<file path="config.mk">
export PLATFORM = sky130hd
export DESIGN_NAME = gnss_sentence_frame_parser_unit
export DESIGN_NICKNAME = d
export VERILOG_FILES = /design/src/rtl/gsfp_pkg.sv /design/src/rtl/gsfp_step.sv /design/src/rtl/gnss_sentence_frame_parser_unit.sv
export SDC_FILE = /design/constraint.sdc
export NUM_CORES = 1
export LEC_CHECK = 0
export ABC_AREA = 1
export BUFFER_PORTS_ARGS = -buffer_cell sky130_fd_sc_hd__clkbuf_2
export CORE_ASPECT_RATIO = 2
export CORE_MARGIN = 2
export CORE_UTILIZATION = 67
export CTS_CLUSTER_DIAMETER = 60
export DETAILED_ROUTE_END_ITERATION = 10
export HOLD_SLACK_MARGIN = 0.15
export MAX_ROUTING_LAYER = met4
export PLACE_DENSITY_LB_ADDON = 0.08
export SLEW_MARGIN = 20
export SYNTH_ARGS = -nofsm -noshare
export SYNTH_HDL_FRONTEND = slang
export SYNTH_HIERARCHICAL = 1
export SYNTH_SLANG_ARGS = --single-unit
</file>
<file path="constraint.sdc">
create_clock -name clk -period 7.5 [get_ports clk]
set_input_delay 0.375 -clock clk [delete_from_list [all_inputs] [get_ports clk]]
set_output_delay 0.375 -clock clk [all_outputs]
set_load 0.1 [all_outputs]
</file>
<file path="src/rtl/gsfp_pkg.sv">
`timescale 1ns / 1ps
// Shared types, codes and tables of the sentence and frame parser.
// No dependencies; used by gsfp_step and the top level through scoped names.
package gsfp_pkg;

  localparam int ID_LEN     = 5;
  localparam int KIND_COUNT = 6;

  localparam logic [7:0] CHAR_DOLLAR = 8'h24;
  localparam logic [7:0] CHAR_STAR   = 8'h2A;
  localparam logic [7:0] CHAR_COMMA  = 8'h2C;
  localparam logic [7:0] SYNC_FIRST  = 8'hB5;
  localparam logic [7:0] SYNC_SECOND = 8'h62;
  localparam logic [7:0] ACK_CLASS   = 8'h05;
  localparam logic [7:0] ACK_MSG_ID  = 8'h01;
  localparam logic [7:0] NAV_CLASS   = 8'h06;
  localparam logic [7:0] NAV_MSG_ID  = 8'h24;
  localparam logic [7:0] FIELD_MAX   = 8'hFF;

  localparam logic [ID_LEN*8-1:0] KIND_NAMES [KIND_COUNT] = '{
    "GPVTG", "GPGGA", "GPRMC", "GPGSA", "GPGSV", "GPGLL"
  };

  typedef enum logic [3:0] {
    PH_IDLE  = 4'd0,
    PH_ID    = 4'd1,
    PH_DATA  = 4'd2,
    PH_CK1   = 4'd3,
    PH_CK2   = 4'd4,
    PH_SYNC2 = 4'd5,
    PH_CLASS = 4'd6,
    PH_MSGID = 4'd7,
    PH_LEN1  = 4'd8,
    PH_LEN2  = 4'd9,
    PH_BODY  = 4'd10,
    PH_CKA   = 4'd11,
    PH_CKB   = 4'd12
  } phase_t;

  typedef struct packed {
    logic       sentence_end;
    logic       checksum_good;
    logic [2:0] sentence_kind;
    logic       data_byte_valid;
    logic [7:0] field_index;
    logic [7:0] data_char;
    logic       ack_confirmed;
  } result_t;

  function automatic logic [7:0] hex_value(input logic [7:0] c);
    logic [7:0] v;
    if (c >= "A" && c <= "F") begin
      v = c - 8'h41 + 8'd10;
    end else if (c >= "a" && c <= "f") begin
      v = c - 8'h61 + 8'd10;
    end else begin
      v = c - 8'h30;
    end
    return v;
  endfunction

endpackage

</file>
<file path="src/rtl/gsfp_step.sv">
`timescale 1ns / 1ps
// Parser state and the per-byte update of text sentences and binary frames.
// Depends on gsfp_pkg.
module gsfp_step (
  input  logic              clk,
  input  logic              rst,
  input  logic              step,
  input  logic [7:0]        rx_byte,
  output gsfp_pkg::result_t res
);

  gsfp_pkg::phase_t parse_phase, parse_phase_next;
  logic [2:0]  id_count, id_count_next;
  logic [7:0]  id_chars [gsfp_pkg::ID_LEN];
  logic [7:0]  id_chars_next [gsfp_pkg::ID_LEN];
  logic [7:0]  running_xor, running_xor_next;
  logic [2:0]  current_kind, current_kind_next;
  logic [7:0]  comma_count, comma_count_next;
  logic [7:0]  frame_class, frame_class_next;
  logic [7:0]  frame_msg_id, frame_msg_id_next;
  logic [15:0] body_length, body_length_next;
  logic [15:0] body_count, body_count_next;
  logic [7:0]  acked_class, acked_class_next;
  logic [7:0]  acked_msg, acked_msg_next;
  logic        confirmed, confirmed_next;

  logic [2:0]  match_kind;
  logic        match_hit;
  logic [15:0] body_count_inc;
  logic [7:0]  ck_digit;

  always_comb begin
    match_kind = 3'd0;
    match_hit  = 1'b0;
    for (int k = gsfp_pkg::KIND_COUNT - 1; k >= 0; k--) begin
      logic same;
      same = 1'b1;
      for (int i = 0; i < gsfp_pkg::ID_LEN; i++) begin
        if (id_chars_next[i] != gsfp_pkg::KIND_NAMES[k][8*(gsfp_pkg::ID_LEN-1-i) +: 8]) begin
          same = 1'b0;
        end
      end
      if (same) begin
        match_kind = 3'(k);
        match_hit  = 1'b1;
      end
    end
  end

  assign body_count_inc = body_count + 16'd1;
  assign ck_digit       = gsfp_pkg::hex_value(rx_byte);

  always_comb begin
    parse_phase_next  = parse_phase;
    id_count_next     = id_count;
    id_chars_next     = id_chars;
    running_xor_next  = running_xor;
    current_kind_next = current_kind;
    comma_count_next  = comma_count;
    frame_class_next  = frame_class;
    frame_msg_id_next = frame_msg_id;
    body_length_next  = body_length;
    body_count_next   = body_count;
    acked_class_next  = acked_class;
    acked_msg_next    = acked_msg;
    confirmed_next    = confirmed;
    res               = '0;

    unique case (parse_phase)
      gsfp_pkg::PH_ID: begin
        if (id_count < 3'(gsfp_pkg::ID_LEN)) begin
          id_chars_next[id_count] = rx_byte;
        end
        running_xor_next = running_xor ^ rx_byte;
        id_count_next    = id_count + 3'd1;
        if (id_count_next >= 3'(gsfp_pkg::ID_LEN)) begin
          id_count_next    = 3'd0;
          comma_count_next = 8'd0;
          if (match_hit) begin
            current_kind_next = match_kind;
            parse_phase_next  = gsfp_pkg::PH_DATA;
          end else begin
            parse_phase_next = gsfp_pkg::PH_IDLE;
          end
        end
      end
      gsfp_pkg::PH_DATA: begin
        if (rx_byte == gsfp_pkg::CHAR_STAR) begin
          parse_phase_next = gsfp_pkg::PH_CK1;
        end else begin
          running_xor_next    = running_xor ^ rx_byte;
          res.data_byte_valid = 1'b1;
          res.field_index     = comma_count;
          res.data_char       = rx_byte;
          if (rx_byte == gsfp_pkg::CHAR_COMMA && comma_count != gsfp_pkg::FIELD_MAX) begin
            comma_count_next = comma_count + 8'd1;
          end
        end
      end
      gsfp_pkg::PH_CK1: begin
        running_xor_next = running_xor - {ck_digit[3:0], 4'd0};
        parse_phase_next = gsfp_pkg::PH_CK2;
      end
      gsfp_pkg::PH_CK2: begin
        running_xor_next  = running_xor - ck_digit;
        res.sentence_end  = 1'b1;
        res.checksum_good = (running_xor_next == 8'd0);
        parse_phase_next  = gsfp_pkg::PH_IDLE;
      end
      gsfp_pkg::PH_SYNC2: begin
        parse_phase_next = (rx_byte == gsfp_pkg::SYNC_SECOND) ? gsfp_pkg::PH_CLASS
                                                               : gsfp_pkg::PH_IDLE;
      end
      gsfp_pkg::PH_CLASS: begin
        frame_class_next = rx_byte;
        parse_phase_next = gsfp_pkg::PH_MSGID;
      end
      gsfp_pkg::PH_MSGID: begin
        frame_msg_id_next = rx_byte;
        parse_phase_next  = gsfp_pkg::PH_LEN1;
      end
      gsfp_pkg::PH_LEN1: begin
        body_length_next = {8'd0, rx_byte};
        parse_phase_next = gsfp_pkg::PH_LEN2;
      end
      gsfp_pkg::PH_LEN2: begin
        body_length_next = {rx_byte, body_length[7:0]};
        body_count_next  = 16'd0;
        parse_phase_next = (body_length_next == 16'd0) ? gsfp_pkg::PH_CKA
                                                        : gsfp_pkg::PH_BODY;
      end
      gsfp_pkg::PH_BODY: begin
        if (frame_class == gsfp_pkg::ACK_CLASS && frame_msg_id == gsfp_pkg::ACK_MSG_ID) begin
          if (body_count == 16'd0) begin
            acked_class_next = rx_byte;
          end else if (body_count == 16'd1) begin
            acked_msg_next = rx_byte;
          end
        end
        body_count_next = body_count_inc;
        if (body_count_inc == body_length) begin
          parse_phase_next = gsfp_pkg::PH_CKA;
        end
      end
      gsfp_pkg::PH_CKA: begin
        parse_phase_next = gsfp_pkg::PH_CKB;
      end
      gsfp_pkg::PH_CKB: begin
        if (acked_class == gsfp_pkg::NAV_CLASS && acked_msg == gsfp_pkg::NAV_MSG_ID) begin
          confirmed_next = 1'b1;
        end
        parse_phase_next = gsfp_pkg::PH_IDLE;
      end
      default: begin
        parse_phase_next = gsfp_pkg::PH_IDLE;
        if (rx_byte == gsfp_pkg::CHAR_DOLLAR) begin
          parse_phase_next = gsfp_pkg::PH_ID;
          id_count_next    = 3'd0;
          running_xor_next = 8'd0;
        end else if (rx_byte == gsfp_pkg::SYNC_FIRST) begin
          parse_phase_next = gsfp_pkg::PH_SYNC2;
        end
      end
    endcase

    res.sentence_kind = current_kind_next;
    res.ack_confirmed = confirmed_next;
  end

  always_ff @(posedge clk) begin
    if (rst) begin
      parse_phase  <= gsfp_pkg::PH_IDLE;
      id_count     <= 3'd0;
      id_chars     <= '{default: 8'd0};
      running_xor  <= 8'd0;
      current_kind <= 3'd0;
      comma_count  <= 8'd0;
      frame_class  <= 8'd0;
      frame_msg_id <= 8'd0;
      body_length  <= 16'd0;
      body_count   <= 16'd0;
      acked_class  <= 8'd0;
      acked_msg    <= 8'd0;
      confirmed    <= 1'b0;
    end else if (step) begin
      parse_phase  <= parse_phase_next;
      id_count     <= id_count_next;
      id_chars     <= id_chars_next;
      running_xor  <= running_xor_next;
      current_kind <= current_kind_next;
      comma_count  <= comma_count_next;
      frame_class  <= frame_class_next;
      frame_msg_id <= frame_msg_id_next;
      body_length  <= body_length_next;
      body_count   <= body_count_next;
      acked_class  <= acked_class_next;
      acked_msg    <= acked_msg_next;
      confirmed    <= confirmed_next;
    end
  end

endmodule

</file>
<file path="src/rtl/gnss_sentence_frame_parser_unit.sv">
`timescale 1ns / 1ps
// Top level: input register, parser step, result register and stream handshake.
// Depends on gsfp_pkg and gsfp_step.
//
//  channel | dir | payload
//  s_*     | in  | tdata[7:0] rx_byte
//  m_*     | out | tlast sentence_end, tdata[21:0] result fields
//
// One byte per cycle sustained while results are taken; each byte passes the input register, then the result register.
// The parser state updates once per byte as it moves from the input register
// to the result register; that single update sets the rate.
// rst is synchronous and clears the full flags of both registers and all parser state.
// A stalled result holds; the input register still takes a request when the
// result is taken in the same cycle.
module gnss_sentence_frame_parser_unit (
  input  logic        clk,
  input  logic        rst,
  input  logic        s_tvalid,
  output logic        s_tready,
  input  logic [7:0]  s_tdata,   // [7:0] rx_byte
  output logic        m_tvalid,
  input  logic        m_tready,
  output logic        m_tlast,   // sentence_end
  output logic [23:0] m_tdata    // [0] checksum_good, [3:1] sentence_kind,
                                 // [4] data_byte_valid, [12:5] field_index,
                                 // [20:13] data_char, [21] ack_confirmed, [23:22] zero
);

  logic              in_full;
  logic [7:0]        in_byte;
  logic              out_full;
  gsfp_pkg::result_t out_res;
  gsfp_pkg::result_t step_res;
  logic              advance;

  assign advance  = in_full && (!out_full || m_tready);
  assign s_tready = !in_full || advance;

  gsfp_step u_step (
    .clk     (clk),
    .rst     (rst),
    .step    (advance),
    .rx_byte (in_byte),
    .res     (step_res)
  );

  always_ff @(posedge clk) begin
    if (rst) begin
      in_full  <= 1'b0;
      out_full <= 1'b0;
    end else begin
      if (s_tvalid && s_tready) begin
        in_full <= 1'b1;
      end else if (advance) begin
        in_full <= 1'b0;
      end
      if (advance) begin
        out_full <= 1'b1;
      end else if (m_tready) begin
        out_full <= 1'b0;
      end
    end
  end

  always_ff @(posedge clk) begin
    if (s_tvalid && s_tready) begin
      in_byte <= s_tdata;
    end
    if (advance) begin
      out_res <= step_res;
    end
  end

  assign m_tvalid = out_full;
  assign m_tlast  = out_res.sentence_end;
  assign m_tdata  = {2'b00, out_res.ack_confirmed, out_res.data_char, out_res.field_index,
                     out_res.data_byte_valid, out_res.sentence_kind, out_res.checksum_good};

endmodule

</file>
== After elaboration in Yosys (flattened, before gate mapping) ==
Index checks and enable logic that the tools add are counted.
Cells by class
  add/sub/neg operators: 10
  bitwise operators: 7
  order comparisons: 8
  multiplexer cells: 67
  reduce and logical (&&, ||, !) cells: 37
  equality and inequality tests: 44
Operators with widths (count)
  != test 8 x 7 -> 1 bit, second input constant: 15
  2-to-1 mux 40 bit: 2
  2-to-1 mux 8 bit: 8
  case mux 16 bit (2 select lines): 2
  case mux 4 bit (11 select lines): 1
  bitwise mux 40 bit: 1
  case mux 8 bit (5 select lines): 1
  2-to-1 mux 3 bit: 13
  equality test 8 x 6 -> 1 bit, second input constant: 4
  zero test 16 bit: 2
  2-to-1 mux 1 bit: 29
  demux 8 bit (select 3 bit): 1
  equality test 4 bit, second input constant: 5
  2-to-1 mux 17 bit: 1
  adder 16 x 1 -> 16 bit, second input constant: 1
  adder 8 x 4 -> 8 bit, second input constant: 2
  equality test 16 x 1 -> 1 bit, second input constant: 1
  equality test 16 bit: 1
  equality test 4 x 3 -> 1 bit, second input constant: 4
  equality test 8 x 3 -> 1 bit, second input constant: 2
  >= comparator 8 x 7 -> 1 bit, second input constant: 2
  <= comparator 8 x 7 -> 1 bit, second input constant: 2
  2-to-1 mux 4 bit: 4
  case mux 8 bit (2 select lines): 1
  35 further kinds: 68
Storage, ports and cells
  bits in registers: 164
  word-level logic and storage cells: 201

== Depth between registers and ports, before layout ==
  depth in word-level cells: 23
  mapped depth: 25

== Hierarchy ==
Netlist, hierarchy kept.
By module, submodules not included
  gsfp_step: times used 1, sequential area each 2622.5 um2, area an instance 8405.6 um2, cells each 1341
  gnss_sentence_frame_parser_unit: times used 1, sequential area each 970.9 um2, area an instance 1041.0 um2, cells each 46

== Least setup slack after synthesis ==
Ideal clock, no wire load.
  path type: reg2reg
  start: reg out_full, in the netlist m_tvalid
  end: reg u_step.body_length[1]
  buffers on the path: 1
  slack: 3705 ps
  required time: 7435 ps
  arrival: 3731 ps
  setup time: 65 ps
  cell stages (with the launch flop): 11
  cell sequence: dfxtp_1 -> a21oi_1 -> clkbuf_1 -> clkinv_1 -> nor3_1 -> inv_1 -> nor2_1 -> inv_2 -> nor3_1 -> a21oi_1 -> nor2_1
Between the ends
  word-level cells in the longest chain between the ends: 4
RTL lines
  start, declared: line gnss_sentence_frame_parser_unit.sv:31  | logic out_full;
  start signal, assigned: line gnss_sentence_frame_parser_unit.sv:50  | out_full <= 1'b0;
  start signal, assigned: line gnss_sentence_frame_parser_unit.sv:58  | out_full <= 1'b1;
  start signal, assigned: line gnss_sentence_frame_parser_unit.sv:60  | out_full <= 1'b0;
  zero test 1 bit: line gnss_sentence_frame_parser_unit.sv:36  | assign advance = in_full && (!out_full || m_tready);
  logical OR 1 bit: line gnss_sentence_frame_parser_unit.sv:36
  logical AND 1 bit: line gnss_sentence_frame_parser_unit.sv:36
  via advance: line gnss_sentence_frame_parser_unit.sv:34  | logic advance;
  AND reduction 3 bit (no source line)
  end signal, assigned: line gsfp_step.sv:194  | body_length <= body_length_next;
  end, declared: line gsfp_step.sv:21  | logic [15:0] body_length, body_length_next;
The timed path passes the listed nets, and every way through them passes these cells.
A chain may end at the register's enable or synchronous reset.

== Worst setup path after layout ==
  start: reg in_full
  end: reg u_step.body_length[1]
Between the ends
  word-level cells in the longest chain between the ends: 2
RTL lines
  start, declared: line gnss_sentence_frame_parser_unit.sv:29  | logic in_full;
  start signal, assigned: line gnss_sentence_frame_parser_unit.sv:49  | in_full <= 1'b0;
  start signal, assigned: line gnss_sentence_frame_parser_unit.sv:53  | in_full <= 1'b1;
  start signal, assigned: line gnss_sentence_frame_parser_unit.sv:55  | in_full <= 1'b0;
  logical AND 1 bit: line gnss_sentence_frame_parser_unit.sv:36
  via advance: line gnss_sentence_frame_parser_unit.sv:34
  AND reduction 3 bit (no source line)
The timed path passes the listed nets, and every way through them passes these cells.

==> metrics.yaml <==
clocking:
  clockBufferDepth: 2
  hold_buffers: 8
  clkLatencyLatePin_ps: 430
  postCtsSetupRepairBufs: 0
  cts_buffers: 17
  cts-htree-levels: 4
  post_cts_resized: 0
  cts_root_buf: "clkbuf_16"
  clk_pin_slew_ps: 70
  cts_tree: "yes"
  clock_sinks: 164
critical_path:
  path_max_fanout: 35
  reg2reg_depth: 10
  end_kind: "flop"
  crit_required_ps: 7870
  worstPathArrival_ps: 4720
  cp-start-kind: "flop"
  critPathKind: "reg2reg"
timing:
  worstMarginPinSlew_ps: 1060
  slew-limit-headroom: 0.291
  setup_slack_ps: 3150
  hold_viol_final: 0
  drv_slew: 0
  grt_setup_unrepaired: "false"
  finClkSkew_ps: 11.6
  finalSetupViolCount: 0
  hold_slack_ps: 194
  tns_ps: 0
  fin_crit_ps: 4350
  fmax_mhz: 230
  period_share: 0.580
layout:
  areaGrowthSynthToFinish_pct: 9.09
  finalNonFillerCells: 1602
  nets: 1437
  antennaDiodeCount: 0
  drive_above_1_share: 0.0786
  multi_input_area_um2: 4890
  n_fill_cell: 1161
  ff_latch_area_um2: 3590
die:
  initial_utilization: 0.684
  die_area_um2: 15100
  rows: 61
  io_pins: 39
  die-height_um: 172
  die_w_um: 88.0
  fp.coreArea_um2: 13800
route:
  first_pass_iters: 5
  via_per_inst: 5.69
  wl_um: 25600
  drt-initial-drc-count: 611
  num_vias: 9109
  antenna_left: 0
  drc: 0
  wl_per_cell_um: 16.0
synth:
  yosysSeqAreaShare: 0.380
  async_flop_share: 0
  ys_seq_elements: 164
  synthDistinctLibCells: 51
  yosys-top-cells-area: "dfxtp_1, nand2_1, edfxtp_1"
  synth_ff_type: "dfxtp_1"
  ys_warn_count: 6
  synth_top_area_share: 0.282
  synth-edff-count: 31
  synth_area_um2: 9450
  netlist_instances: 1387
  syn_area_per_cell_um2: 6.81
  netlist.top_cell.by_area: "dfxtp_1"
pwr:
  power.leakage_nw: 4.53
  swShare: 0.298
  peakVddDrop_mv: 0.186
  powerDensity_nw_per_um2: 204
  internal_power_w: 0.00148
  p_comb_frac: 0.144
  p_clk_frac: 0.401
  seqPwrFrac: 0.455
  p_sw_w: 0.000627
place:
  place_congestion: 1.03
  dpl.hpwl_um: 18000
  dp.cells: 1562
  place_ws_ps: 3090
  io_buffer_count: 36
hold_path:
  hold_depth: 3
  hold_path.class: "in2reg"
global_routing:
  antenna_found_initial: 0
  grt_overflow: 0
  grt_usage: 0.356
  grt_pass1_wl_um: 40400
  grt_pass1_vias: 8621
  grt_max_degree: 92
status:
  status: "finished, final reports clean"
run:
  maxCapViolCount: 0
-- cells in the mapped netlist, types with 4 or more instances --
cell      number
buf_1          4
clkbuf_1      35
inv_1        182
nand4_1       36
buf_2          8
xor2_1        26
buf_4          7
nand3_1       80
o21ai_1        9
o211ai_1      18
nor2_2         6
nand2_1      339
xnor2_1        7
ha_1          25
dfxtp_1      133
nor2_4         4
o21ai_0       61
nor2_1       171
a211oi_1      28
nor3_1        20
a21oi_1       96
nor4_1         8
nand2_2        6
inv_2          8
edfxtp_1      31
-- layout by cell type, fill, tap and decap left out, types with 9 or more instances in the layout --
master	n
a211oi_1	28
a21oi_1	95
clkbuf_16	17
clkbuf_2	35
dfxtp_1	133
edfxtp_1	31
ha_1	25
inv_1	182
nand2_1	339
nand3_1	80
nand4_1	36
nor2_1	170
nor3_1	20
o211ai_1	18
o21ai_0	61
o21ai_1	9
xor2_1	26
-- final cells by class --
type,instances,share of cell area
clock inverter,13,0.0121
inverter,192,0.0699
sequential,164,0.349
multi-input combinational,976,0.474
tap,189,0.0229
timing repair buffer,49,0.0289
clock buffer,19,0.0430
-- cells by family after synthesis --
family / synth area share
AND/OR/NAND/NOR: 0.313
XOR/XNOR: 0.0306
AO/OA/AOI/OAI: 0.138
adder cells (fa/ha/maj): 0.0331
other: 0.000397
flip-flops: 0.380
buffers and inverters: 0.104
-- metrics by stage --
stage	util	power, W	instance area (um2)
2_1_floorplan	-	0.00120	9450
3_3_place_gp	0.699	0.00126	9650
3_5_place_dp	0.699	0.00127	9650
4_1_cts	0.746	0.00211	10300
5_1_grt	0.746	0.00217	10300
6_report	0.746	0.00210	10300
-- routing by layer --
metal	vias up	global-route usage	wire length, um
met1	4154	0.350	9290
met2	321	0.625	13500
li1	4533	-	-
met3	101	0.0601	1200
met5	-	-	0
met4	0	0.235	1630
-- worst max-delay path, cell delays in order (launching register included) --
cell      delay [ps]
dfxtp_1          340
inv_1             80
a21oi_4          750
clkinv_1        1140
nor3_1           740
inv_1            340
nor2_1           390
inv_2            160
nor3_1           190
a21oi_1           70
nor2_1            80
-- registers in the layout, indices dropped and copies added, names as in the netlist, 3 cells and up --
name                 cells
u_step/id_chars         40
m_tdata                 22
u_step/body_count       16
u_step/body_length      16
in_byte                  8
u_step/acked_class       8
u_step/acked_msg         8
u_step/comma_count       8
u_step/frame_class       8
u_step/frame_msg_id      8
u_step/running_xor       8
u_step/parse_phase       4
u_step/current_kind      3
u_step/id_count          3
-- power groups by stage --
stage | clock [W] | sequential [W] | combinational [W]
floorplan | 0 | 0.00100 | 0.000197
global placement | 0 | 0.000975 | 0.000289
detailed placement | 0 | 0.000975 | 0.000292
CTS | 0.000852 | 0.000956 | 0.000298
global route | 0.000880 | 0.000959 | 0.000332
finish | 0.000843 | 0.000957 | 0.000303
-- worst paths after layout --
kind	startpoint	to	slack (ps)
worst max-delay path	in_full$_SDFFE_PP0P_	u_step/body_length[1]$_SDFFE_PP0P_	3150
worst min-delay path	s_tvalid	in_full$_SDFFE_PP0P_	190
worst max register to register	in_full$_SDFFE_PP0P_	u_step/body_length[1]$_SDFFE_PP0P_	3150
worst min register to register	u_step/frame_class[1]$_SDFFE_PP0P_	u_step/frame_class[1]$_SDFFE_PP0P_	450
Note: power is estimated with default switching activity, not from simulation.
